===== src/hw/rtl/urm_pkg.sv =====
// Shared constants and types for the ultrasonic range meter.
`default_nettype none

package urm_pkg;

   // Field and register widths
   localparam int CountBits     = 16;
   localparam int HalfWidth     = 8;
   localparam int EdgeWidth     = 4;
   localparam int ScaleWidth    = 16;
   localparam int DistWidth     = 8;
   localparam int ProductWidth  = CountBits + ScaleWidth;

   // Configuration port
   localparam int CsrIndexWidth = 2;
   localparam int CsrDataWidth  = 16;
   localparam logic [CsrIndexWidth-1:0] CsrHalfPeriod = 2'd0;
   localparam logic [CsrIndexWidth-1:0] CsrBurstEdges = 2'd1;
   localparam logic [CsrIndexWidth-1:0] CsrScale      = 2'd2;

   // Register reset values
   localparam logic [HalfWidth-1:0]  HalfPeriodReset = 8'd12;
   localparam logic [EdgeWidth-1:0]  BurstEdgesReset = 4'd10;
   localparam logic [ScaleWidth-1:0] ScaleReset      = 16'd1114;

   localparam logic [DistWidth-1:0]  DistMax = 8'hFF;

   // Result queue
   localparam int QueueDepth    = 4;
   localparam int QueuePtrWidth = $clog2(QueueDepth);
   localparam int OccWidth      = $clog2(QueueDepth + 1);

   typedef enum logic [2:0] {
      PHASE_IDLE   = 3'b001,
      PHASE_BURST  = 3'b010,
      PHASE_LISTEN = 3'b100
   } phase_type;

   // One processed tick, before distance scaling
   typedef struct packed {
      logic                 tx_level;
      logic                 busy;
      logic                 done;
      logic                 timed_out;
      logic [CountBits-1:0] count;
   } tick_type;

   // One result item
   typedef struct packed {
      logic                 tx_level;
      logic                 busy;
      logic                 done;
      logic [DistWidth-1:0] distance;
      logic                 timed_out;
   } result_type;

endpackage

`default_nettype wire


===== src/hw/rtl/urm_phase.sv =====
// Burst and listen sequencer with the registered tick stage.
`default_nettype none

module urm_phase (
   input  wire logic                           clock,
   input  wire logic                           reset,
   input  wire logic                           accept,
   input  wire logic                           start_req,
   input  wire logic                           echo_level,
   input  wire logic [urm_pkg::HalfWidth-1:0]  half_period,
   input  wire logic [urm_pkg::EdgeWidth-1:0]  burst_edges,
   output urm_pkg::tick_type                   tick,
   output logic                                tick_valid
);

   urm_pkg::phase_type                phase_ff, phase_in;
   logic [urm_pkg::CountBits-1:0]     count_ff, count_in, count_inc;
   logic [urm_pkg::EdgeWidth-1:0]     edges_ff, edges_in, edges_dec;
   logic                              tx_ff, tx_in;
   logic [urm_pkg::HalfWidth-1:0]     half_eff;
   urm_pkg::tick_type                 tick_ff, tick_in;
   logic                              tick_valid_ff;

   always_comb begin
      phase_in  = phase_ff;
      count_in  = count_ff;
      edges_in  = edges_ff;
      tx_in     = tx_ff;
      count_inc = count_ff + 1'b1;
      edges_dec = edges_ff - 1'b1;
      half_eff  = (half_period == '0) ? urm_pkg::HalfWidth'(1) : half_period;
      tick_in   = '0;

      unique case (phase_ff)
         urm_pkg::PHASE_IDLE: begin
            if (start_req) begin
               tx_in    = 1'b0;
               count_in = '0;
               edges_in = burst_edges;
               phase_in = (burst_edges == '0) ? urm_pkg::PHASE_LISTEN
                                              : urm_pkg::PHASE_BURST;
            end
         end
         urm_pkg::PHASE_BURST: begin
            count_in = count_inc;
            if (count_inc >= urm_pkg::CountBits'(half_eff)) begin
               tx_in    = ~tx_ff;
               count_in = '0;
               edges_in = edges_dec;
               if (edges_dec == '0) begin
                  phase_in = urm_pkg::PHASE_LISTEN;
               end
            end
         end
         urm_pkg::PHASE_LISTEN: begin
            if (!echo_level) begin
               // echo seen: report the current count
               tick_in.done  = 1'b1;
               tick_in.count = count_ff;
               phase_in      = urm_pkg::PHASE_IDLE;
            end else begin
               count_in = count_inc;
               if (count_inc == '0) begin
                  tick_in.done      = 1'b1;
                  tick_in.timed_out = 1'b1;
                  phase_in          = urm_pkg::PHASE_IDLE;
               end
            end
         end
         default: begin
            phase_in = urm_pkg::PHASE_IDLE;
         end
      endcase

      tick_in.tx_level = tx_in;
      tick_in.busy     = (phase_in != urm_pkg::PHASE_IDLE);
   end

   always_ff @(posedge clock) begin
      if (reset) begin
         phase_ff      <= urm_pkg::PHASE_IDLE;
         count_ff      <= '0;
         edges_ff      <= '0;
         tx_ff         <= 1'b0;
         tick_valid_ff <= 1'b0;
      end else begin
         tick_valid_ff <= accept;
         if (accept) begin
            phase_ff <= phase_in;
            count_ff <= count_in;
            edges_ff <= edges_in;
            tx_ff    <= tx_in;
         end
      end
   end

   always_ff @(posedge clock) begin
      if (accept) begin
         tick_ff <= tick_in;
      end
   end

   assign tick       = tick_ff;
   assign tick_valid = tick_valid_ff;

endmodule

`default_nettype wire


===== src/hw/rtl/urm_result.sv =====
// Distance scaling and the result item queue.
`default_nettype none

module urm_result (
   input  wire logic                            clock,
   input  wire logic                            reset,
   input  wire logic                            tick_valid,
   input  wire urm_pkg::tick_type               tick,
   input  wire logic [urm_pkg::ScaleWidth-1:0]  scale,
   input  wire logic                            deliver,
   output urm_pkg::result_type                  result,
   output logic                                 result_valid
);

   logic [urm_pkg::ProductWidth-1:0]   product;
   logic [urm_pkg::CountBits-1:0]      whole_cm;
   urm_pkg::result_type                entry_in;

   urm_pkg::result_type                queue_ff [urm_pkg::QueueDepth];
   logic [urm_pkg::QueuePtrWidth-1:0]  wr_ptr_ff, rd_ptr_ff;
   logic [urm_pkg::OccWidth-1:0]       fill_ff, fill_in;

   always_comb begin
      product  = urm_pkg::ProductWidth'(tick.count) * urm_pkg::ProductWidth'(scale);
      whole_cm = product[urm_pkg::ProductWidth-1:urm_pkg::ScaleWidth];

      entry_in.tx_level  = tick.tx_level;
      entry_in.busy      = tick.busy;
      entry_in.done      = tick.done;
      entry_in.timed_out = tick.timed_out;
      // saturate at the top of the distance field
      entry_in.distance  = (whole_cm > urm_pkg::CountBits'(urm_pkg::DistMax))
                           ? urm_pkg::DistMax : whole_cm[urm_pkg::DistWidth-1:0];

      fill_in = fill_ff + urm_pkg::OccWidth'(tick_valid) - urm_pkg::OccWidth'(deliver);
   end

   always_ff @(posedge clock) begin
      if (reset) begin
         wr_ptr_ff <= '0;
         rd_ptr_ff <= '0;
         fill_ff   <= '0;
      end else begin
         fill_ff <= fill_in;
         if (tick_valid) begin
            wr_ptr_ff <= wr_ptr_ff + 1'b1;
         end
         if (deliver) begin
            rd_ptr_ff <= rd_ptr_ff + 1'b1;
         end
      end
   end

   always_ff @(posedge clock) begin
      if (tick_valid) begin
         queue_ff[wr_ptr_ff] <= entry_in;
      end
   end

   assign result       = queue_ff[rd_ptr_ff];
   assign result_valid = (fill_ff != '0);

endmodule

`default_nettype wire


===== src/hw/rtl/ultrasonic_range_meter.sv =====
// Top level of the ultrasonic range meter.
//
// Each req_ item is one microsecond tick carrying a start request and the
// receiver echo level. A start while idle drives the transmit pin low and
// runs a burst of burst_edges toggles, one every half_period_ticks ticks,
// then times the echo with a COUNT_BITS tick counter. Every tick yields one
// rsp_ item: pin level, busy, done, distance in cm (saturated at 255) and a
// timeout flag set when the counter wraps before the echo arrives.
//
// The sequencer updates its state in the accepting cycle and registers the
// tick; the scaling multiplier sits in the following one, and the queue
// registers the result that is offered on rsp_. Throughput is one item per
// cycle while req_stall is low.
// Results wait in a four-entry queue. req_stall rises only when four items
// are in flight, so input keeps flowing while a result waits for the
// receiver; a stalled result holds steady until taken.
// Reset (synchronous) returns the sequencer to idle with the pin low, empties
// the queue and restores the registers to 12, 10 and 1114.
// csr_ writes land at once; index 3 is ignored.
`default_nettype none

module ultrasonic_range_meter (
   input  wire logic                               clock,
   input  wire logic                               reset,

   input  wire logic                               req_valid,
   output logic                                    req_stall,
   input  wire logic                               req_start_req,
   input  wire logic                               req_echo_level,

   output logic                                    rsp_valid,
   input  wire logic                               rsp_stall,
   output logic                                    rsp_tx_level,
   output logic                                    rsp_busy_res,
   output logic                                    rsp_done_res,
   output logic [urm_pkg::DistWidth-1:0]           rsp_distance_cm,
   output logic                                    rsp_timed_out,

   input  wire logic                               csr_write_enable,
   input  wire logic [urm_pkg::CsrIndexWidth-1:0]  csr_index,
   input  wire logic [urm_pkg::CsrDataWidth-1:0]   csr_write_data
);

   logic [urm_pkg::HalfWidth-1:0]   half_period_ff;
   logic [urm_pkg::EdgeWidth-1:0]   burst_edges_ff;
   logic [urm_pkg::ScaleWidth-1:0]  scale_ff;

   logic [urm_pkg::OccWidth-1:0]    in_flight_ff, in_flight_in;
   logic                            accept;
   logic                            deliver;

   urm_pkg::tick_type               tick;
   logic                            tick_valid;
   urm_pkg::result_type             result;

   // Configuration registers: write straight through on enable
   always_ff @(posedge clock) begin
      if (reset) begin
         half_period_ff <= urm_pkg::HalfPeriodReset;
         burst_edges_ff <= urm_pkg::BurstEdgesReset;
         scale_ff       <= urm_pkg::ScaleReset;
      end else if (csr_write_enable) begin
         if (csr_index == urm_pkg::CsrHalfPeriod) begin
            half_period_ff <= csr_write_data[urm_pkg::HalfWidth-1:0];
         end
         if (csr_index == urm_pkg::CsrBurstEdges) begin
            burst_edges_ff <= csr_write_data[urm_pkg::EdgeWidth-1:0];
         end
         if (csr_index == urm_pkg::CsrScale) begin
            scale_ff <= csr_write_data[urm_pkg::ScaleWidth-1:0];
         end
      end
   end

   // Count items accepted but not yet delivered; hold input once the queue
   // could be filled by what is already in flight.
   assign req_stall    = (in_flight_ff == urm_pkg::OccWidth'(urm_pkg::QueueDepth));
   assign accept       = req_valid & ~req_stall;
   assign deliver      = rsp_valid & ~rsp_stall;
   assign in_flight_in = in_flight_ff + urm_pkg::OccWidth'(accept)
                                      - urm_pkg::OccWidth'(deliver);

   always_ff @(posedge clock) begin
      if (reset) begin
         in_flight_ff <= '0;
      end else begin
         in_flight_ff <= in_flight_in;
      end
   end

   urm_phase u_phase (
      .clock       (clock),
      .reset       (reset),
      .accept      (accept),
      .start_req   (req_start_req),
      .echo_level  (req_echo_level),
      .half_period (half_period_ff),
      .burst_edges (burst_edges_ff),
      .tick        (tick),
      .tick_valid  (tick_valid)
   );

   urm_result u_result (
      .clock        (clock),
      .reset        (reset),
      .tick_valid   (tick_valid),
      .tick         (tick),
      .scale        (scale_ff),
      .deliver      (deliver),
      .result       (result),
      .result_valid (rsp_valid)
   );

   assign rsp_tx_level    = result.tx_level;
   assign rsp_busy_res    = result.busy;
   assign rsp_done_res    = result.done;
   assign rsp_distance_cm = result.distance;
   assign rsp_timed_out   = result.timed_out;

endmodule

`default_nettype wire

===== config.mk =====
export PLATFORM = sky130hd
export DESIGN_NAME = ultrasonic_range_meter
export DESIGN_NICKNAME = d
export VERILOG_FILES = /design/src/hw/rtl/urm_pkg.sv /design/src/hw/rtl/urm_phase.sv /design/src/hw/rtl/urm_result.sv /design/src/hw/rtl/ultrasonic_range_meter.sv
export SDC_FILE = /design/constraint.sdc
export NUM_CORES = 1
export LEC_CHECK = 0
export BUFFER_PORTS_ARGS = -buffer_cell sky130_fd_sc_hd__buf_2
export CAP_MARGIN = 40
export CORE_ASPECT_RATIO = 0.6
export CORE_MARGIN = 8
export CORE_UTILIZATION = 70
export DETAILED_ROUTE_END_ITERATION = 8
export GPL_TIMING_DRIVEN = 0
export HOLD_SLACK_MARGIN = 0.15
export PLACE_DENSITY = 0.95
export SKIP_LAST_GASP = 1
export SLEW_MARGIN = 20
export SYNTH_ARGS = -nofsm -noshare
export SYNTH_HDL_FRONTEND = slang
export SYNTH_SLANG_ARGS = --single-unit

===== constraint.sdc =====
create_clock -name clock -period 19 [get_ports clock]
set_clock_uncertainty 0.05 [all_clocks]
set_input_delay 0.95 -clock clock [delete_from_list [all_inputs] [get_ports clock]]
set_output_delay 0.95 -clock clock [all_outputs]
set_load 0.005 [all_outputs]

Word-level counts from Yosys, hierarchy flattened
Memories as Yosys holds them, arrays and structs flattened. A register that Yosys moved wholly into a read port is not among the register bits.
Index checks and enable logic that the tools add are counted.
{"block": "totals", "memories": 1, "output_inout_bits": 14, "ram_bits": 48, "ff_bits": 83}
{"block": "op_classes", "n_bitwise": 6, "magnitude_cmp": 2, "n_mux": 25, "n_reduce_logical": 15, "n_addsub": 8, "n_eq_ne": 10, "multipliers": 1}
{"memory": "u_result.queue_ff", "depth": 4, "word_bits": 12, "read_ports": 1, "rd_clocked_by_memory_dff": 1, "wr": 1, "line": "urm_result.sv:19", "text": "urm_pkg::result_type queue_ff [urm_pkg::QueueDepth];"}
{"op": "$mux 16", "n": 3}
{"op": "$pmux 16 s3", "n": 1}
{"op": "$mul 16x16->32", "n": 1}
{"op": "$mux 3", "n": 6}
{"op": "$add 16x1->16 const B", "n": 1}
{"op": "$ge 16x8->1", "n": 1}
{"op": "$gt 16x8->1 const B", "n": 1}
{"op": "$logic_not 16->1", "n": 1}
{"op": "$mux 8", "n": 2}
{"op": "$pmux 3 s3", "n": 1}
{"op": "$logic_not 4->1", "n": 2}
{"op": "$logic_not 8->1", "n": 1}
{"op": "$mux 4", "n": 2}
{"op": "$pmux 4 s2", "n": 1}
{"op": "$reduce_and 2->1", "n": 4}
{"op": "$reduce_and 4->1", "n": 2}
{"op": "$add 3x1->3", "n": 2}
{"op": "$eq 3x3->1 const B", "n": 2}
{"op": "$mux 2", "n": 3}
{"op": "$reduce_bool 3->1", "n": 2}
{"op": "$sub 3x1->3", "n": 2}
{"op": "$mux 1", "n": 5}
{"op": "$add 2x1->2 const B", "n": 2}
{"op": "$ne 2x2->1 const B", "n": 2}
{"op": "other kinds (13)", "n": 17}

Logic depth before layout (Yosys ltp)
{"block": "logic_depth", "depth_word": 6, "mapped_depth": 25}

Modules after synthesis
A second synthesis with hierarchy kept.
{"block": "unflattened", "hier_cells": 1536, "area_unflattened_um2": 14854.2}
{"mod": "urm_result", "n_inst": 1, "area_per_inst_um2": 10752.8, "cells_each": 1110}
{"mod": "urm_phase", "n_inst": 1, "area_per_inst_um2": 2738.9, "cells_each": 294}
{"mod": "ultrasonic_range_meter", "n_inst": 1, "area_per_inst_um2": 1362.6, "cells_each": 132}

Worst setup path after synthesis
No wires, ideal clock.
{"block": "synth_path", "kind": "flip-flop to flip-flop", "startpoint": "register scale_ff[9] (netlist name)", "endpoint": "memory u_result.queue_ff[0][6] (netlist name) (data pin)", "n_path_buf": 2, "period_less_slack_ns": 6.830, "required_time_ns": 18.663, "t_arrival_ns": 6.493, "stages_incl_launch_ff": 24, "slack_ns": 12.170, "path_cell_list": "dfxtp_1 > clkbuf_1 > clkbuf_1 > nand2_1 > fa_1 > inv_1 > fa_1 > inv_1 > fa_1 > inv_1 > fa_1 > fa_1 > inv_1 > fa_1 > inv_1 > ha_1 > o21a_1 > o21ai_0 > o21a_1 > o21ai_0 > or4_1 > a2111oi_0 > nand4_1 > or4_1"}
{"item": "start: declaration", "line": "ultrasonic_range_meter.sv:46", "text": "logic [urm_pkg::ScaleWidth-1:0] scale_ff;"}
{"item": "start signal: assignment", "line": "ultrasonic_range_meter.sv:61", "text": "scale_ff <= urm_pkg::ScaleReset;"}
{"item": "start signal: assignment", "line": "ultrasonic_range_meter.sv:70", "text": "scale_ff <= csr_write_data[urm_pkg::ScaleWidth-1:0];"}
{"item": "end: declaration", "line": "urm_result.sv:19"}

==> impl_metrics.csv <==
group,metric,value,unit
pwr,p_leak,7.271,nW
sta,worst_pin_slew,0.9019,ns
route,vias_per_cell,6.616,
worst_setup_path,arrival,9.13,ns
hold_path,hold_start,"u_phase.count_ff[15]$_SDFFE_PP0P_",
cts,path_clk_slew,0.06,ns
route,ant_nets,0,
cells_and_area,nets,1924,
hold_path,hold_path_class,"reg2reg",
placed_design,io_buffers,37,
global_routing,globalRouteTotalUtil,34.80,%
cells_and_area,instances_no_fill,1872,
sta,slew_violations,0,
cts,cts_root_buffer,"clkbuf_16",
cells_and_area,syn_to_final_growth,8.217,%
sta,fin_crit,9.136,ns
worst_setup_path,crit_required,18.99,ns
cts,clk_path_buf_depth,2,
die,num_rows,40,
die,die_w,201.4,um
run,cap_violations,0,
synth,yosys_warnings,0,
worst_setup_path,r2r_end,"u_result.queue_ff[3][7]$_DFFE_PP_",
cts,clock_latency,0.43,ns
cells_and_area,fillCellCount,1216,
synth,ys_types,68,
synth,ys_ff_latch,133,
sta,hold_violations,0,
die,coreArea,20120,um^2
route,drt_wl_total,44020,um
cells_and_area,multi_input_area,9879,um^2
global_routing,grt_pass1_vias,12896,
placed_design,place_ws,10.56,ns
synth,syn_area_per_cell,9.472,um^2
cts,cts_tree,"built",
global_routing,overflow,0,
synth,syn_nets,1864,
sta,relSlewSlack,39.44,%
route,wire_per_inst,23.51,um
sta,setup_ws,9.864,ns
pwr,peakVddDrop,0.2587,mV
route,vias,12385,
placed_design,hpwl,32760,um
worst_setup_path,critical_path_class,"reg2reg",
cells_and_area,seqCellArea,3343,um^2
route,drt_iter0_drc,1815,
route,drcViolationCount,0,
die,initial_utilization,71.75,%
placed_design,gp_congestion,1.056,
worst_setup_path,endpoint_kind,"flop",
worst_setup_path,cp_max_fo,10,
cts,postCtsSetupRepairBufs,0,
cts,numCtsBuffers,17,
synth,synth_area,14440,um^2
cts,ctsHoldBuffers,0,
worst_setup_path,timing.rr.start,"u_phase.tick[9]$_SDFFCE_PN0P_",
cells_and_area,design_area,15620,um^2
global_routing,grt_pass1_wl,69350,um
cts,cts_sinks,133,
sta,layout_worst_path_cycle_share,48.08,%
cells_and_area,drive_gt1_share,6.512,%
placed_design,place_area,14990,um^2
outcome,status,"completed",
synth,postSynthCellCount,1524,
hold_path,min_path_cells,2,
synth,synth_edf_count,68,
worst_setup_path,worst-r2r-cell-count,22,
die,dieArea,25620,um^2
sta,rsz0062_at_grt,"no",
sta,setup_viol,0,
cts,cts-resized-gates,0,
route,dr.pass1.iters,8,
global_routing,grt_max_degree,17,
worst_setup_path,reg2reg_slack,9.86,ns
placed_design,dp.cells,1837,
synth,ys.flop_type,"edfxtp_1",
synth,ys_seq_area_share,23.16,%
cts,htree_num_levels,4,
hold_path,holdPathEnd,"u_phase.count_ff[15]$_SDFFE_PP0P_",
die,die_h,127.2,um
sta,timing.fmax,109.5,MHz
pwr,power_density,144.9,nW/um^2
global_routing,antenna_found_initial,3,
die,ioPinCount,39,
synth,async_flop_share,0,%
sta,fin_tns_setup,0,ns
worst_setup_path,cp-start-kind,"flop",
-- synthesized netlist by cell type, types with 4 or more instances --
| cell type | number | area share [%] |
|---|---|---|
| nand3_1 | 14 | 0.49 |
| and2_1 | 144 | 6.2 |
| edfxtp_1 | 68 | 14 |
| nand2_1 | 206 | 5.4 |
| a22o_1 | 7 | 0.42 |
| o21ai_0 | 32 | 1.1 |
| xor2_1 | 13 | 0.79 |
| a211oi_1 | 6 | 0.31 |
| or2_2 | 4 | 0.17 |
| or4_1 | 4 | 0.21 |
| mux4_2 | 12 | 1.9 |
| a31oi_1 | 10 | 0.43 |
| a21o_1 | 11 | 0.57 |
| and3_1 | 7 | 0.30 |
| nor3_1 | 14 | 0.49 |
| o211ai_1 | 6 | 0.31 |
| nor2_1 | 56 | 1.5 |
| nand3b_1 | 10 | 0.52 |
| buf_1 | 5 | 0.13 |
| dfxtp_1 | 65 | 9.0 |
| a21boi_0 | 5 | 0.26 |
| fa_1 | 195 | 27 |
| xnor2_1 | 16 | 0.97 |
| o21a_1 | 8 | 0.42 |
| a211o_1 | 9 | 0.55 |
| ha_1 | 120 | 10 |
| clkbuf_1 | 48 | 1.2 |
| nor2b_1 | 7 | 0.30 |
| mux2i_1 | 7 | 0.49 |
| or3_1 | 5 | 0.22 |
| nand2b_1 | 10 | 0.43 |
| nor4_1 | 9 | 0.39 |
| a21oi_1 | 60 | 2.1 |
| and4_1 | 4 | 0.24 |
| nand4_1 | 21 | 0.91 |
| buf_2 | 6 | 0.21 |
| inv_1 | 255 | 6.6 |
-- final cells by class --
cell class              instances  share of cell area (%)
plain buffers                  62                   1.634
diodes                          2                 0.03204
flip-flops and latches        133                   21.40
repair buffers                 41                   1.418
well taps                     273                   2.187
inverters                     255                   6.127
multi-input cells            1074                   63.24
clock inverters                11                  0.9371
clock buffers                  21                   3.020
-- per-stage QoR --
| step | hold WS [ns] | total power, mW | util [%] |
|---|---|---|---|
| floorplan | 0.3950 | 1.334 | - |
| global placement | 0.4114 | 1.639 | 74.37 |
| detailed placement | 0.4253 | 1.783 | 74.52 |
| CTS | 0.4338 | 2.182 | 77.59 |
| global route | 0.4606 | 2.367 | 77.63 |
| finish | 0.4427 | 2.263 | 77.64 |
-- logic make-up after synthesis --
family,Yosys count,synth area share (%)
buffers and inverters,317,8.399
multiplexers,20,2.436
XOR/XNOR,29,1.760
adder cells (fa/ha/maj),315,37.44
AND/OR/NAND/NOR,529,18.63
flip-flops,133,23.16
AO/OA/AOI/OAI,181,8.174
-- worst max-delay path by stage --
stage / end / slack [ns] / depth (start not counted) / startpoint
floorplan: u_result.queue_ff[0][6]$_DFFE_PP_ / 12.17 / 23 / scale_ff[9]$_SDFFE_PP0P_
finish: u_result.queue_ff[3][7]$_DFFE_PP_ / 9.86 / 22 / u_phase.tick[9]$_SDFFCE_PN0P_
CTS: u_result.queue_ff[3][7]$_DFFE_PP_ / 10.38 / 22 / scale_ff[11]$_SDFFE_PP0P_
global placement: u_result.queue_ff[0][7]$_DFFE_PP_ / 10.77 / 21 / scale_ff[10]$_SDFFE_PP1P_
detailed placement: u_result.queue_ff[3][7]$_DFFE_PP_ / 10.56 / 22 / scale_ff[11]$_SDFFE_PP0P_
global route: u_result.queue_ff[0][7]$_DFFE_PP_ / 9.68 / 22 / u_phase.tick[9]$_SDFFCE_PN0P_
-- metal layers --
layer	GRT usage, %	vias to the layer above	share of wire [%]
met2	51.62	1122	42
met4	19.77	6	6.6
li1	-	5052	-
met1	42.21	5865	35
met3	15.09	340	16
met5	0.9901	-	0.13
-- sequential cells by signal, summed over array words and instances (netlist names), 3 cells and up, named ones only --
register and cells:
u_phase.count_ff 16, u_result.queue_ff 48, scale_ff 16, u_phase.edges_ff 4, burst_edges_ff 4, u_phase.tick 20, u_phase.phase_ff 3, u_result.fill_ff 3
in_flight_ff 3, half_period_ff 8
-- worst max-delay path, stage by stage, from the launching register on --
cell	delay (ns)
edfxtp_1	0.66
clkbuf_1	0.67
nand2_1	0.18
fa_1	0.57
inv_1	0.06
fa_1	0.55
fa_1	0.43
fa_1	0.49
fa_1	0.50
inv_1	0.05
fa_1	0.49
inv_1	0.05
ha_1	0.44
and3_1	0.37
and2_1	0.21
nand3_1	0.17
a2111oi_1	0.75
buf_2	0.30
o31ai_1	0.08
a2111oi_0	0.67
and4_1	0.31
clkbuf_1	0.32
nand4_1	0.36
-- power breakdown --
group	switching (mW)	internal [mW]	total, mW	leakage [nW]
clock	0.136	0.218	0.354	0.301
sequential	0.0375	0.360	0.398	1.15
combinational	0.988	0.523	1.51	5.82
-- cells in the final DEF, fill, tap and decap left out, types with 16 or more instances in the layout --
master and instances:
xnor2_1 16, o21ai_0 32, fa_1 195, buf_2 45
dfxtp_1 65, clkbuf_16 18, edfxtp_1 68, a21oi_1 60
inv_1 255, ha_1 120, nand2_1 206, clkbuf_1 50
and2_1 144, nand4_1 21, nor2_1 56
Note: power is estimated with default switching activity, not from simulation.
